<file path="config.mk">
export PLATFORM = sky130hd
export DESIGN_NAME = vn_div_cell
export DESIGN_NICKNAME = d
export VERILOG_FILES = /design/src/sv/vector3_normalize_macros.svh /design/src/sv/vn_pkg.sv /design/src/sv/vn_div_cell.sv
export SDC_FILE = /design/constraint.sdc
export NUM_CORES = 1
export LEC_CHECK = 0
export BUFFER_PORTS_ARGS = -buffer_cell sky130_fd_sc_hd__buf_2
export CORE_AREA = 2 2 216 218
export CTS_CLUSTER_DIAMETER = 40
export DETAILED_ROUTE_END_ITERATION = 16
export DIE_AREA = 0 0 218 220
export GPL_TIMING_DRIVEN = 0
export PLACE_DENSITY = 0.65
export SLEW_MARGIN = 20
export SYNTH_ARGS = -nofsm -noshare
export SYNTH_HDL_FRONTEND = slang
export SYNTH_SLANG_ARGS = --single-unit
</file>
<file path="constraint.sdc">
create_clock -name clk -period 1.3 [get_ports clk]
set_clock_uncertainty 0.15 [all_clocks]
set_input_delay 0.195 -clock clk [delete_from_list [all_inputs] [get_ports clk]]
set_output_delay 0.195 -clock clk [all_outputs]
set_load 0.01 [all_outputs]
</file>
<file path="src/sv/vector3_normalize_macros.svh">
`ifndef VECTOR3_NORMALIZE_MACROS_SVH
`define VECTOR3_NORMALIZE_MACROS_SVH

// Same-cycle implication, checked on every clock edge out of reset.
`define VN_ASSERT_IMPL(label, ante, cons) \
	label: assert property (@(posedge clk) disable iff (!arst_n) (ante) |-> (cons)) \
		else $error("vector3_normalize: implication check failed");

// Next-cycle implication.
`define VN_ASSERT_NEXT(label, ante, cons) \
	label: assert property (@(posedge clk) disable iff (!arst_n) (ante) |=> (cons)) \
		else $error("vector3_normalize: next-cycle check failed");

`endif

</file>
<file path="src/sv/vn_pkg.sv">
`default_nettype none
package vn_pkg;

	localparam int FRAC_BITS = 16;
	localparam int DW        = 32;              // component width
	localparam int QW        = FRAC_BITS + 1;   // quotient magnitude, at most 2^FRAC_BITS
	localparam int RADW      = 2 * DW;          // radicand width
	localparam int ROOTW     = RADW / 2;
	localparam int REMW      = ROOTW + 2;
	localparam int SQ_CELLS  = RADW / 2;
	localparam int DIV_CELLS = QW;
	localparam int CFG_W     = 17;

	localparam logic [CFG_W-1:0] MIN_MAG_RST = 17'd0;
	localparam logic [CFG_W-1:0] MIN_RES_RST = 17'd58982;

	typedef enum logic [1:0] {
		REG_MIN_MAG = 2'd0,
		REG_MIN_RES = 2'd1
	} reg_idx_t;

	typedef enum logic [1:0] {
		ST_OK      = 2'd0,
		ST_TOO_SMALL = 2'd1,
		ST_LOW_RESULT = 2'd2
	} status_t;

	typedef struct packed {
		logic                    refused;
		logic [2:0][DW-1:0]      v;
	} side_t;

	typedef struct packed {
		logic                    valid;
		logic [RADW-1:0]         rad;
		logic [REMW-1:0]         rem;
		logic [ROOTW-1:0]        root;
		side_t                   side;
	} sq_t;

	typedef struct packed {
		logic                    valid;
		logic                    refused;
		logic [DW-1:0]           m;
		logic [2:0][DW:0]        r;
		logic [2:0][QW-1:0]      q;
		logic [2:0][DW-1:0]      raw;
	} dv_t;

	function automatic logic [DW-1:0] abs_c(input logic [DW-1:0] x);
		abs_c = x[DW-1] ? (~x + 1'b1) : x;
	endfunction

endpackage
`default_nettype wire

</file>
<file path="src/sv/vn_div_cell.sv">
`default_nettype none
// One quotient bit for all three lanes of a restoring divide.
module vn_div_cell (
	input  wire logic       clk,
	input  wire logic       arst_n,
	input  wire logic       en,
	input  vn_pkg::dv_t     d,
	output vn_pkg::dv_t     q
);
	logic [2:0]              ge;
	logic [2:0][vn_pkg::DW:0] diff;

	always_comb begin
		for (int i = 0; i < 3; i++) begin
			ge[i]   = d.r[i] >= {1'b0, d.m};
			diff[i] = ge[i] ? (d.r[i] - {1'b0, d.m}) : d.r[i];
		end
	end

	always_ff @(posedge clk or negedge arst_n) begin
		if (!arst_n) begin
			q <= '0;
		end else if (en) begin
			q.valid   <= d.valid;
			q.refused <= d.refused;
			q.m       <= d.m;
			q.raw     <= d.raw;
			for (int i = 0; i < 3; i++) begin
				// remainder stays below m, so the shift cannot lose a bit
				q.r[i] <= {diff[i][vn_pkg::DW-1:0], 1'b0};
				q.q[i] <= {d.q[i][vn_pkg::QW-2:0], ge[i]};
			end
		end
	end
endmodule
`default_nettype wire

</file>
==> results of run 1 <==
-- cells in the mapped netlist (all sizes together) (2+ instances only) --
| cell type | instances |
|---|---|
| mux2i | 71 |
| o211ai | 8 |
| buf | 18 |
| a21oi | 155 |
| a41oi | 3 |
| a31oi | 21 |
| mux2 | 183 |
| nand4b | 2 |
| and3 | 6 |
| nand4 | 16 |
| o221ai | 3 |
| a31o | 3 |
| nand2 | 63 |
| inv | 63 |
| a211o | 7 |
| and4 | 5 |
| a2111oi | 2 |
| or3 | 5 |
| xnor2 | 51 |
| nand2b | 9 |
| a21boi | 3 |
| o31ai | 4 |
| o21ai | 61 |
| or4 | 3 |
| a21o | 49 |
| fa | 3 |
| xor2 | 30 |
| clkbuf | 49 |
| and2 | 6 |
| ha | 96 |
| o21a | 20 |
| o2111ai | 2 |
| dfrtp | 277 |
| nor2 | 122 |
| nor3 | 7 |
| or2 | 9 |
| o31a | 5 |
| a211oi | 10 |
| nor3b | 4 |
| nor2b | 24 |
| o21bai | 8 |
| a311oi | 3 |
| nand3 | 28 |
| nor4 | 3 |
-- critical path, stage by stage --
cell and delay (ps):
sky130_fd_sc_hd__buf_8 80, sky130_fd_sc_hd__clkinvlp_4 130, sky130_fd_sc_hd__buf_12 170, sky130_fd_sc_hd__ha_4 230
sky130_fd_sc_hd__a21o_1 180, sky130_fd_sc_hd__or3_1 310, sky130_fd_sc_hd__o21a_1 200, sky130_fd_sc_hd__o31a_1 310
sky130_fd_sc_hd__a31o_4 290, sky130_fd_sc_hd__buf_6 130, sky130_fd_sc_hd__a21oi_4 140, sky130_fd_sc_hd__o211ai_1 170
sky130_fd_sc_hd__a21oi_1 230, sky130_fd_sc_hd__xor2_1 270, sky130_fd_sc_hd__o21ai_1 110
-- area by class of cell --
| cell class | count | area share, % |
|---|---|---|
| antenna | 8 | 0.0709 |
| buffer | 61 | 1.94 |
| clock buffer | 54 | 4.44 |
| clock inverter | 33 | 1.64 |
| inverter | 64 | 1.06 |
| multi-input combinational | 1132 | 35.1 |
| sequential | 277 | 24.5 |
| tap | 607 | 2.69 |
| timing repair buffer | 1010 | 28.5 |
-- where the power goes --
part | internal, µW | total, µW | switching [µW]
sequential | 9800 | 10600 | 768
combinational | 6180 | 11800 | 5650
clock | 8680 | 13600 | 4950
total | 24700 | 36000 | 11400
-- stage by stage --
step | hold slack (ps) | instances | cell area (µm²) | setup slack, ps
floorplan | -251 | 1540 | 16600 | -1600
global placement | 276 | 2703 | 20100 | -5270
detailed placement | -20.0 | 2706 | 20200 | -2940
CTS | -632 | 3132 | 26200 | -1430
global route | -607 | 3244 | 28200 | -1560
finish | -616 | 3246 | 28300 | -1540
-- layer usage --
| metal | global-route usage (%) | vias up |
|---|---|---|
| li1 | - | 7657 |
| met1 | 30.8 | 8382 |
| met2 | 50.1 | 714 |
| met3 | 6.09 | 218 |
| met4 | 14.5 | 12 |
| met5 | 0 | - |
-- cell families after synthesis --
group	count (synthesis)
AOI/OAI and AO/OA	380
and+or+nand+nor	315
DFF	277
muxes	254
buffers and inverters	131
adders and majority gates	99
xor gates and xnor gates	81
other	1
-- worst max-delay path by stage --
stage / startpoint / end / slack [ps] / cells after the start
after floorplan: d[251] / q[172] / -1600 / 13
after global placement: arst_n / q[134] / -5270 / 1
after detailed placement: d[247] / q[207] / -2940 / 13
after CTS: d[254] / q[171] / -1430 / 15
after global routing: d[251] / q[149] / -1560 / 15
final: d[251] / q[211] / -1540 / 15
-- timing repair --
item	in CTS	in global routing
pin swaps	77	80
endpoints found under the setup margin	378	378
setup buffers	70	107
hold endpoints to repair	491	225
gates cloned	2	3
hold buffers	271	5
gates resized for setup	208	289
==> summary.md, run 1 <==
CTS placed an instance of sky130_fd_sc_hd__clkbuf_16 at the clock tree root. The checks that failed: negative hold slack, negative setup slack. Summed over all layers, the global routing overflow is 0. The average wire length per cell after detail routing was 22.5 µm. In this run the tool buffered the top-level ports with 556 buffer cells.

The smallest hold slack is -616 ps, and the fill cell instance count of the final layout is 3484. The post-layout worst setup margin is -1540 ps. The library cell used most frequently in the layout, excluding fill and tap cells, is sky130_fd_sc_hd__buf_2.

Ranked by flip-flop count, first place goes to q. Setup repair after global routing could not meet its margin everywhere. For this run, the total global-route usage over all layers was measured as 27.9%. Static leakage power: 0.0131 µW. The worst pin sits at a relative slew slack of 36.3%. The signed area change from the synthesized netlist to the final layout works out to 75.4%. Post-route setup TNS: -173780 ps. The post-synthesis async set-or-reset flop share is 100%, and the depth of the CTS H-tree is 2. Measured along the y axis, the die boundary spans 220 µm. The count of flip-flops with a built-in enable after synthesis came out at 0. The total count of max-transition violations in the final report was 0. Path type of the worst min-delay path: in -> async. The arrival time of the worst setup path was 3140 ps.

After detailed routing, the number of remaining DRC violations is 0. The largest registers in the layout are q: 277 flops. The minimum clock period was 2840 ps. For the length of routed met2 wiring, the log shows 37200 µm.

The tool flagged a number of max-cap violations equal to 0. The clock passes through at most 3 buffers. Based on the critical path, the design can be clocked at up to 353 MHz.

Library cell occupying the most area in the post-synthesis netlist: sky130_fd_sc_hd__dfrtp_1. After synthesis, the largest family of logic cells by area is multiplexers. Power spread over the standard cell area amounts to 1280 nW/µm². Sorting the synthesized cells by area gives the leading types as sky130_fd_sc_hd__dfrtp_1 (43%), sky130_fd_sc_hd__mux2_2 (13%), sky130_fd_sc_hd__ha_1 (7.5%). The tree built by TritonCTS fans out to 277 sinks. The average instance area after synthesis is 10.5 µm².

The sequential cells in the finished layout cover a total of 6930 µm². The worst reg2reg path startpoint was q[210]. Path depth of the worst reg2reg path: 4.

For this design the top-level I/O count stands at 563. The fraction of the mapped netlist area in adder cells was 7.83%; the maximum VDD drop was 1.41 mV. In the final routing, the length of wire on met1 measures 26800 µm. The first global-routing pass estimated 101000 µm of wire. The register with the most flip-flops in the layout has 277 of them. In this run the register-to-register setup slack is 70 ps.

Once detailed placement completed, the half-perimeter wirelength came to 49700 µm. Via total after detailed routing: 17000. The worst setup path is launched from an input pin. Critical path class: in -> reg. Of the synthesized area, sequential elements account for 43.0%. The top cell types in the final layout, fill and taps aside, are sky130_fd_sc_hd__buf_2 (424), sky130_fd_sc_hd__dfrtp_1 (277), sky130_fd_sc_hd__dlygate4sd3_1 (274), sky130_fd_sc_hd__mux2_2 (178), sky130_fd_sc_hd__buf_4 (151). The multi-input combinational cells in the finished layout cover a total of 9910 µm². The number of warnings printed during yosys synthesis is 0, and the synthesis-stage register bit count is 277. The flow ran to the end, but the final reports show violations.

In this run the biggest area consumer among cell types represents 43.0% of the synthesized area. TritonCTS built the clock tree. In the final layout, the share of cells above drive strength 1 is 46.6%.

Uppermost metal layer occupied by signal nets: met5. The clock reaches the later pin of the worst-skew pair after 580 ps. The synthesized netlist occupies a cell area of 16100 µm². Dividing the detail-routed via count by the number of cells gives 5.23.

The area of the die was 48000 µm²; the floorplan row count was 79. The die is 218 µm wide. Counting the buffers created by CTS gives 48. The most used flip-flop cell after synthesis was sky130_fd_sc_hd__dfrtp_1. For this block, the initial DRC count from the detailed router was 1027. The number of unique standard cell types used by synthesis is 74.

The slew of the pin with the lowest slew margin was 955 ps; the core occupancy in the finished layout was 61.6%. Setup violations remaining at the end of the flow were counted as 376. Routability congestion estimate from global placement: 0.905. The number of iterations in the first detailed-routing pass is 5.

End of the worst register-to-register path: q[210]. In this run the worst path has a maximum fanout of 3. Entering global routing, the biggest net connects 100 pins.

The final critical path takes up 218% of the cycle. In the detailed route, the total length drawn on met3 is 4780 µm. Summing the areas of all compound-gate instances in the mapped netlist gives 14.8% of the synthesized area.

The synthesized netlist devotes 9.36% of its cell area to simple gates. In this run the remaining antenna-violating nets after routing total 0. After clock tree synthesis, the clock-pin slew on the worst setup and hold paths is 60 ps. The tools report the number of global-route vias before repair as 17200. Multiplexer cells account for 17.2% of the synthesized area. The final hold violation count was 220; the number of instances in the synthesized netlist was 1538.

The synthesized netlist devotes 4.41% of its cell area to XOR and XNOR gates. For this run, the post-layout net count is 2976. The area of the core region is 45900 µm², and the initial cell density of the core is 35.1%.

At the worst endpoint, the required time is 1610 ps. The number of antenna violations at the first check in global routing came out at 13. The overall power is 36000 µW.

For this block, the routed nets add up to 73000 µm of wire. STA classifies the critical path endpoint as a register.
No activity file was read; power rests on OpenSTA's default activity.
==> run 2: changes to the inputs <==
Settings changed: ABC_AREA set to 1, CORE_AREA 2 2 216 218 to 2 2 218 220, DIE_AREA 0 0 218 220 to 0 0 220 222, PLACE_DENSITY 0.65 to 0.72, TNS_END_PERCENT set to 20.
==> summary.md, run 2 <==
The post-detailed-routing wire length was 96800 µm (+33%); the average instance area after synthesis was 6.40 µm² (-39%). For the violation count after the first detailed-routing iteration, the log shows 2128 (+110%). The fill cell instance count of the final layout is 3447 (-1.1%), and the total setup violations reported at the end of the flow is 484 (+29%). The run gives 48800 µm² (+1.8%) as the area of the die. The source-to-sink clock delay at the later pin of the worst-skew pair is 600 ps (+20 ps), and the post-synthesis async set-or-reset flop share is 100% (unchanged). The path class of the tightest hold or removal check is in -> async. For the total area of multi-input combinational cells, the log shows 13200 µm² (+33%). The tools report the leftover overflow at the end of global routing as 0 (unchanged). The sequential element share of the synthesized area was 35.7% (-7.4 points); the post-layout worst setup margin was -589 ps (+948 ps). The number of unique standard cell types used by synthesis is 30 (-59%), and the depth of the CTS H-tree is 2 (unchanged). The number of nets in the layout is 4494 (+51%), and the all-layer global routing usage is 37.5% (+9.6 points). The remaining routing DRC violations was 0 (unchanged). The number of buffers added on ports works out to 556 (unchanged). The run gives 42.0% (+6.9 points) as the initial cell density of the core.

Area of placed instances: 23300 µm² (+15%). The run gives 127 (-42%) as the final hold violation count. The die span in y is 222 µm (+0.91%), and the minimum clock period is 1890 ps (-948 ps). For the number of nets with antenna violations after detailed routing, the log shows 0 (unchanged). The cell family contributing the most delay on the critical path is simple AND/OR/NAND/NOR gates. Setup repair after global routing could not meet its margin everywhere. The cell that appears most often on the critical path is sky130_fd_sc_hd__nand2_2.

The fraction of layout cells with a size suffix above 1 is 33.9% (-13 points), and the number of antenna violations at the first check in global routing is 21 (+8). Number of instances in the synthesized netlist: 3035 (+97%). The run gives 0 (unchanged) as the total count of max-transition violations in the final report. The number of warnings printed during yosys synthesis is 0 (unchanged), and the number of global-route vias before repair is 24300 (+41%). The number of maximum-capacitance violations was 0 (unchanged). The tools report the number of buffers between clock root and the deepest sink as 3 (unchanged). The arrival time of the worst setup path was 2230 ps (-910 ps); the signed area change from the synthesized netlist to the final layout was 69.6%.

The most used flip-flop cell after synthesis is sky130_fd_sc_hd__dfrtp_1. The global routing stage identified its most utilized layer as met2. Leaving out fill and tap cells, the most frequent cells in the layout are sky130_fd_sc_hd__nand2_1 (1304), sky130_fd_sc_hd__buf_2 (528), sky130_fd_sc_hd__inv_1 (374), sky130_fd_sc_hd__dfrtp_1 (275), sky130_fd_sc_hd__dlygate4sd3_1 (265). The via density per instance works out to 5.22 (-0.29%).

The worst setup path is captured at a register. The most common library cell in the layout ignoring fill and taps was sky130_fd_sc_hd__nand2_1. For the smallest hold slack, the log shows -569 ps (+46.8 ps). The tools report the global-route wire length before repair as 139000 µm (+37%). The number of iterations in the first detailed-routing pass came out at 9 (+4). The logs give 63100 µm (+27%) for the sum of net half-perimeters after detailed placement and 529 MHz (+50%) for the peak clock frequency supported by timing.

The tools report the floorplan row count as 79 (unchanged). Ranked by total cell area, the synthesized netlist is headed by sky130_fd_sc_hd__dfrtp_1 (36%), sky130_fd_sc_hd__nand2_1 (29%), sky130_fd_sc_hd__inv_1 (8.1%). The met1 demand-to-capacity share in global routing is 45.8% (+15 points), and the met3 global-route usage is 11.5% (+5.4 points). The slew of the pin with the lowest slew margin is 976 ps (+20.0 ps).

The via total after detailed routing came out at 24900 (+47%). The pin count of the biggest net entering global routing is 100 (unchanged). The average wire length per cell after detail routing came out at 20.3 µm (-9.9%).

Critical path class: in -> reg. The tree is rooted in a sky130_fd_sc_hd__clkbuf_16. The number of buffer and inverter instances along the worst setup path works out to 6 (+2). The cell area after synthesis was 19400 µm² (+21%). The register with the most flip-flops is q. For the number of clock buffers inserted by TritonCTS, the log shows 47 (-2.1%). The biggest cell delay along the critical path was 320 ps (about the same); the normalized max-slew margin was 35.0% (-1.3 points).

The synthesis-stage register bit count is 277 (unchanged), and the critical-path maximum fanout is 7 (+4). Area of the core region: 46300 µm² (+0.86%). The footprint of the flip-flops and latches was 6930 µm² (about the same). The leading cell type by number of instances after synthesis was sky130_fd_sc_hd__nand2_1. The signal on the critical path passes through buf_6, clkinvlp_4, buf_12, ha_4, nand2_4, nor2_4, nand3_2, nor2_2, nand2_2, nand2_2, nor2_4, buf_6, nand2_8, buf_8, buf_12, nand2_2, nand3_2, nand2_1.

The run gives 1640 ps (+30 ps) as the data required time at the worst endpoint. Area share of the leading cell type in the synthesized netlist: 35.7% (-7.4 points). The largest registers in the layout are q: 277 flops. The clock input transition at the sequential cells of the worst setup and hold paths works out to 60 ps (about the same).

The logs give 563 (unchanged) for the top-level I/O count and 58.2% (+8.1 points) for the met2 usage in global routing. TritonCTS built the clock tree. The flow ran to the end, but the final reports show violations. The die width was 220 µm (+0.92%).

The master of the slowest instance on the critical path is sky130_fd_sc_hd__ha_4. The critical path startpoint category was an input pin. The biggest area contributor in the post-synthesis netlist is sky130_fd_sc_hd__dfrtp_1. The number of flip-flops in the largest register works out to 277 (unchanged).

The run gives 0.0178 µW (+36%) as the static leakage power. For the maximum VDD drop, the log shows 1.27 mV (-9.3%). The ratio of final minimum period to clock period was 145% (-73 points). The count of flip-flops with a built-in enable after synthesis works out to 0 (unchanged). The checks that failed: negative hold slack, negative setup slack. Routability congestion estimate from global placement: 0.959 (+6.0%). Counting instances in the post-synthesis netlist gives the leading cell types as sky130_fd_sc_hd__nand2_1 (1506), sky130_fd_sc_hd__inv_1 (421), sky130_fd_sc_hd__dfrtp_1 (277), sky130_fd_sc_hd__nand3_1 (209), sky130_fd_sc_hd__nor2_1 (134). The tools report the number of clock sinks as 277 (unchanged). The cell area power density came out at 1080 nW/µm² (-15%). For the area of all placed cells without fillers, the log shows 33000 µm² (+17%).
## run 2: cell types whose count changed after synthesis, moves of 21 or more
cell / change
sky130_fd_sc_hd__inv_1: +358
sky130_fd_sc_hd__nor2b_1: -24
sky130_fd_sc_hd__a31oi_1: -21
sky130_fd_sc_hd__nand3_1: +181
sky130_fd_sc_hd__xor2_1: -27
sky130_fd_sc_hd__nand3b_1: +77
sky130_fd_sc_hd__a21o_1: -49
sky130_fd_sc_hd__nand2_1: +1443
sky130_fd_sc_hd__a21oi_1: -101
sky130_fd_sc_hd__mux2i_1: -71
sky130_fd_sc_hd__mux2_2: -183
## run 2: metrics by stage
stage	setup WS, ps	total power [µW]	instances	setup TNS [ps]	util (%)
after floorplan	-590	15300	3037	-66600	-
after global placement	-5400	18700	4200	-1819300	50.2
after detailed placement	-1710	18800	4202	-346360	50.3
after CTS	-495	34500	4697	-99440	68.6
after global routing	-668	37100	4771	-129720	71.2
final	-589	35600	4774	-105540	71.2
## run 2: timing repair
action                                 4_1_cts  5_1_grt
gates cloned                                 9        5
hold buffers                               249       16
pin swaps                                  186      149
endpoints found under the hold margin      353      106
setup buffers                              151       46
setup endpoints to repair                  504      504
resized for setup                          512      201
## run 2: kinds of logic after synthesis
family                   after synthesis  share of synthesized area [%]
AND/OR/NAND/NOR                     1990                           42.3
buffers and inverters                525                           10.9
flip-flops                           277                           35.7
AO/OA/AOI/OAI                        100                           2.74
adder cells (fa/ha/maj)               99                           6.49
XOR/XNOR                              43                           1.94
other                                  1                         0.0193
## run 2: final timing paths
check                           cells past startpoint  slack, ps   start  endpoint
max in group asynchronous                           2        490  arst_n    q[185]
worst max-delay path                               18       -590  d[253]    q[162]
worst min register to register                      2        310  q[278]    q[278]
worst max register to register                      2        390  q[276]    q[276]
worst min-delay path                                1       -570  arst_n     q[26]
min in group clk                                    5        -70  d[247]    q[182]
## run 2: final cells by class
cell class                 count  share of cell area, %
antenna                       17                  0.129
inverter                     433                   5.27
buffer                        90                   1.87
clock inverter                34                   1.22
multi-input combinational   2235                   40.1
sequential                   277                   21.0
timing repair buffer        1028                   24.3
clock buffer                  53                   3.73
tap                          607                   2.30
## run 2: report_power, final
group          internal [µW]  total [µW]  switching (µW)
clock                   7790       12900            5090
combinational           5330       12500            7140
sequential              9670       10300             634
total                  22800       35600           12900
## run 2: metal layers
metal	part of all wire, %	vias to the layer above
met5	0.073	-
met4	6.5	10
met3	11	414
met2	45	1425
met1	38	11600
li1	-	11400
==> run 3: changes to the inputs <==
Settings changed: SETUP_SLACK_MARGIN set to 0.05.
==> summary.md, run 3 (synthesized netlist as in run 2, its figures left out) <==
Die span in y: 222 µm (unchanged). The number of flip-flops in the largest register is 277 (unchanged). In this run the worst setup path begins at d[263].

The worst setup path is of the in -> reg kind. The dominant cell type by count on the critical path was sky130_fd_sc_hd__nand2_2. The run finished, with violations left. On the critical path, the stage with the largest delay is an instance of sky130_fd_sc_hd__ha_4.

The ratio of final minimum period to clock period was 149% (+3.9 points); the number of iterations in the first detailed-routing pass was 8 (-1). The overall power is 36100 µW (+1.3%), and the number of maximum-capacitance violations is 0 (unchanged). The largest registers in the layout are q: 277 flops. The smallest hold slack was -593 ps (-24.0 ps); the signed area change from the synthesized netlist to the final layout was 73.2%.

The logs give -1710 ps (unchanged) for the worst-case setup slack after placement and 0.959 (unchanged) for the routability congestion estimate from global placement. For the floorplan row count, the log shows 79 (unchanged). The register with the most flip-flops in the final layout is q.

The tools report the via total after detailed routing as 25000 (+0.47%). The area of placed instances is 23300 µm² (unchanged), and the area of all placed cells without fillers is 33700 µm² (+2.1%). In this run the critical register-to-register path is launched from q[115].

The critical-path maximum fanout came out at 6 (-1). Final hold violation count: 142 (+12%). Final cell count without fillers: 4786 (+0.25%). The tree is rooted in a sky130_fd_sc_hd__clkbuf_16. Walking the worst path, the cells encountered are buf_4, clkinvlp_4, buf_12, ha_4, nand2_4, nor2_4, nand2_2, nor2_2, nand2_2, nand2_2, nor2_4, buf_6, nand2_8, buf_8, buf_12, nand2_2, nand3_2, nand2_1. Violation count after the first detailed-routing iteration: 2189 (+2.9%). For the number of clock buffers inserted by TritonCTS, the log shows 47 (unchanged). The core occupancy in the finished layout was 72.8% (+1.5 points); the number of buffers between clock root and the deepest sink was 3 (unchanged). For the top-level I/O count, the log shows 563 (unchanged). The peak clock frequency supported by timing is 516 MHz (-2.6%). TritonCTS built the clock tree.

The clock input transition at the sequential cells of the worst setup and hold paths came out at 60 ps (about the same). Source-to-sink clock delay at the later pin of the worst-skew pair: 600 ps (about the same). The pin count of the biggest net entering global routing is 100 (unchanged). The maximum VDD drop came out at 1.32 mV (+3.6%).

The run gives 2 (unchanged) as the depth of the CTS H-tree. Post-layout worst setup margin: -640 ps (-51.0 ps). The final reports fail on negative hold slack, negative setup slack. The data required time at the worst endpoint is 1640 ps (about the same).

The average wire length per cell after detail routing is 20.4 µm (+0.70%), and the remaining routing DRC violations is 0 (unchanged). The path type of the worst min-delay path is in -> async. The slew of the pin with the lowest slew margin was 1030 ps (+52.3 ps). Element type at the critical path end: a register. STA classifies the critical path startpoint as an input pin. The number of clock sinks came out at 277 (unchanged). The minimum clock period came out at 1940 ps (+51.0 ps).

For the area of the die, the log shows 48800 µm² (unchanged). Leaving out fill and tap cells, the most frequent cells in the layout are sky130_fd_sc_hd__nand2_1 (1276), sky130_fd_sc_hd__buf_2 (500), sky130_fd_sc_hd__inv_1 (370), sky130_fd_sc_hd__dfrtp_1 (275), sky130_fd_sc_hd__dlygate4sd3_1 (265). For the number of global-route vias before repair, the log shows 24200 (-0.38%). The logs give 0.0181 µW (+1.6%) for the static leakage power and 21 (unchanged) for the number of antenna violations at the first check in global routing. The total setup violations reported at the end of the flow came out at 393 (-19%). The biggest cell delay along the critical path is 320 ps (about the same).

The run gives 4202 (unchanged) as the number of placed cells counting well taps. The number of buffers added on ports was 556 (unchanged); the normalized max-slew margin was 31.5% (-3.5 points). The number of nets in the layout came out at 4505 (+0.24%). The fraction of layout cells with a size suffix above 1 is 35.5% (+1.6 points).

The run gives 97700 µm (+0.95%) as the post-detailed-routing wire length. The die width is 220 µm (unchanged). The logs give 0 (unchanged) for the number of nets with antenna violations after detailed routing and 2280 ps (+50 ps) for the arrival time of the worst setup path.

The all-layer global routing usage is 37.4% (about the same), and the sum of net half-perimeters after detailed placement is 63100 µm (unchanged). The via density per instance was 5.23 (+0.22%); the total count of max-transition violations in the final report was 0 (unchanged). The area of the core region came out at 46300 µm² (unchanged). Setup repair after global routing could not meet its margin everywhere. The initial cell density of the core came out at 42.0% (unchanged). The setup slack on the worst flop-to-flop path was 330 ps (-60 ps); the global-route wire length before repair was 138000 µm (about the same). The tools report the leftover overflow at the end of global routing as 0 (unchanged).

Leaving out fill and tap cells, the most frequent cell in the layout is sky130_fd_sc_hd__nand2_1. The cell area power density was 1070 nW/µm² (-0.87%).
run 3: worst max-delay path: cells and delay by family:
family / cells / cell delay [ps]
adders and majority gates: 1 / 320
buffers and inverters: 6 / 800
and+or+nand+nor: 11 / 950
run 3: report_power, final:
group | switching (µW) | internal, µW | total [µW]
clock | 5120 | 7790 | 12900
combinational | 7290 | 5570 | 12900
sequential | 660 | 9670 | 10300
run 3: metal layers:
metal	wire (µm)	share of wire [%]	track usage (%)
met3	10800	11	11.6
met2	43300	44	57.7
met1	36900	38	45.7
met4	6590	6.7	22.1
met5	71	0.073	0
run 3: timing repair:
item                                    in CTS  in global routing
pin swaps                                  193                218
hold buffers                               249                 16
endpoints found under the setup margin     508                521
cloned                                       9                  6
buffers inserted                           151                 59
resized for setup                          514                342
endpoints found under the hold margin      353                104
run 3: path summary, 6_finish.rpt:
check | cells after the start | end
max | 18 | q[162]
max in group asynchronous | 2 | q[187]
max reg2reg | 2 | q[115]
min | 1 | q[26]
min in group clk | 5 | q[182]
min reg2reg | 2 | q[278]
run 3: cell type report:
type                            count  area (µm²)
Antenna cell                       18        45.0
Buffer                             90         649
Clock buffer                       53        1230
Clock inverter                     34         403
Fill cell                        3318       12600
Inverter                          433        1740
Multi-Input combinational cell   2235       13600
Sequential cell                   277        6930
Tap cell                          607         759
Timing Repair Buffer             1039        8300
run 3: through the flow:
stage                      TNS, ps  hold slack (ps)
after floorplan             -66600             -251
after global placement    -1819300              245
after detailed placement   -346360              114
after CTS                   -99220             -530
after global routing       -122140             -504
final                      -103750             -593
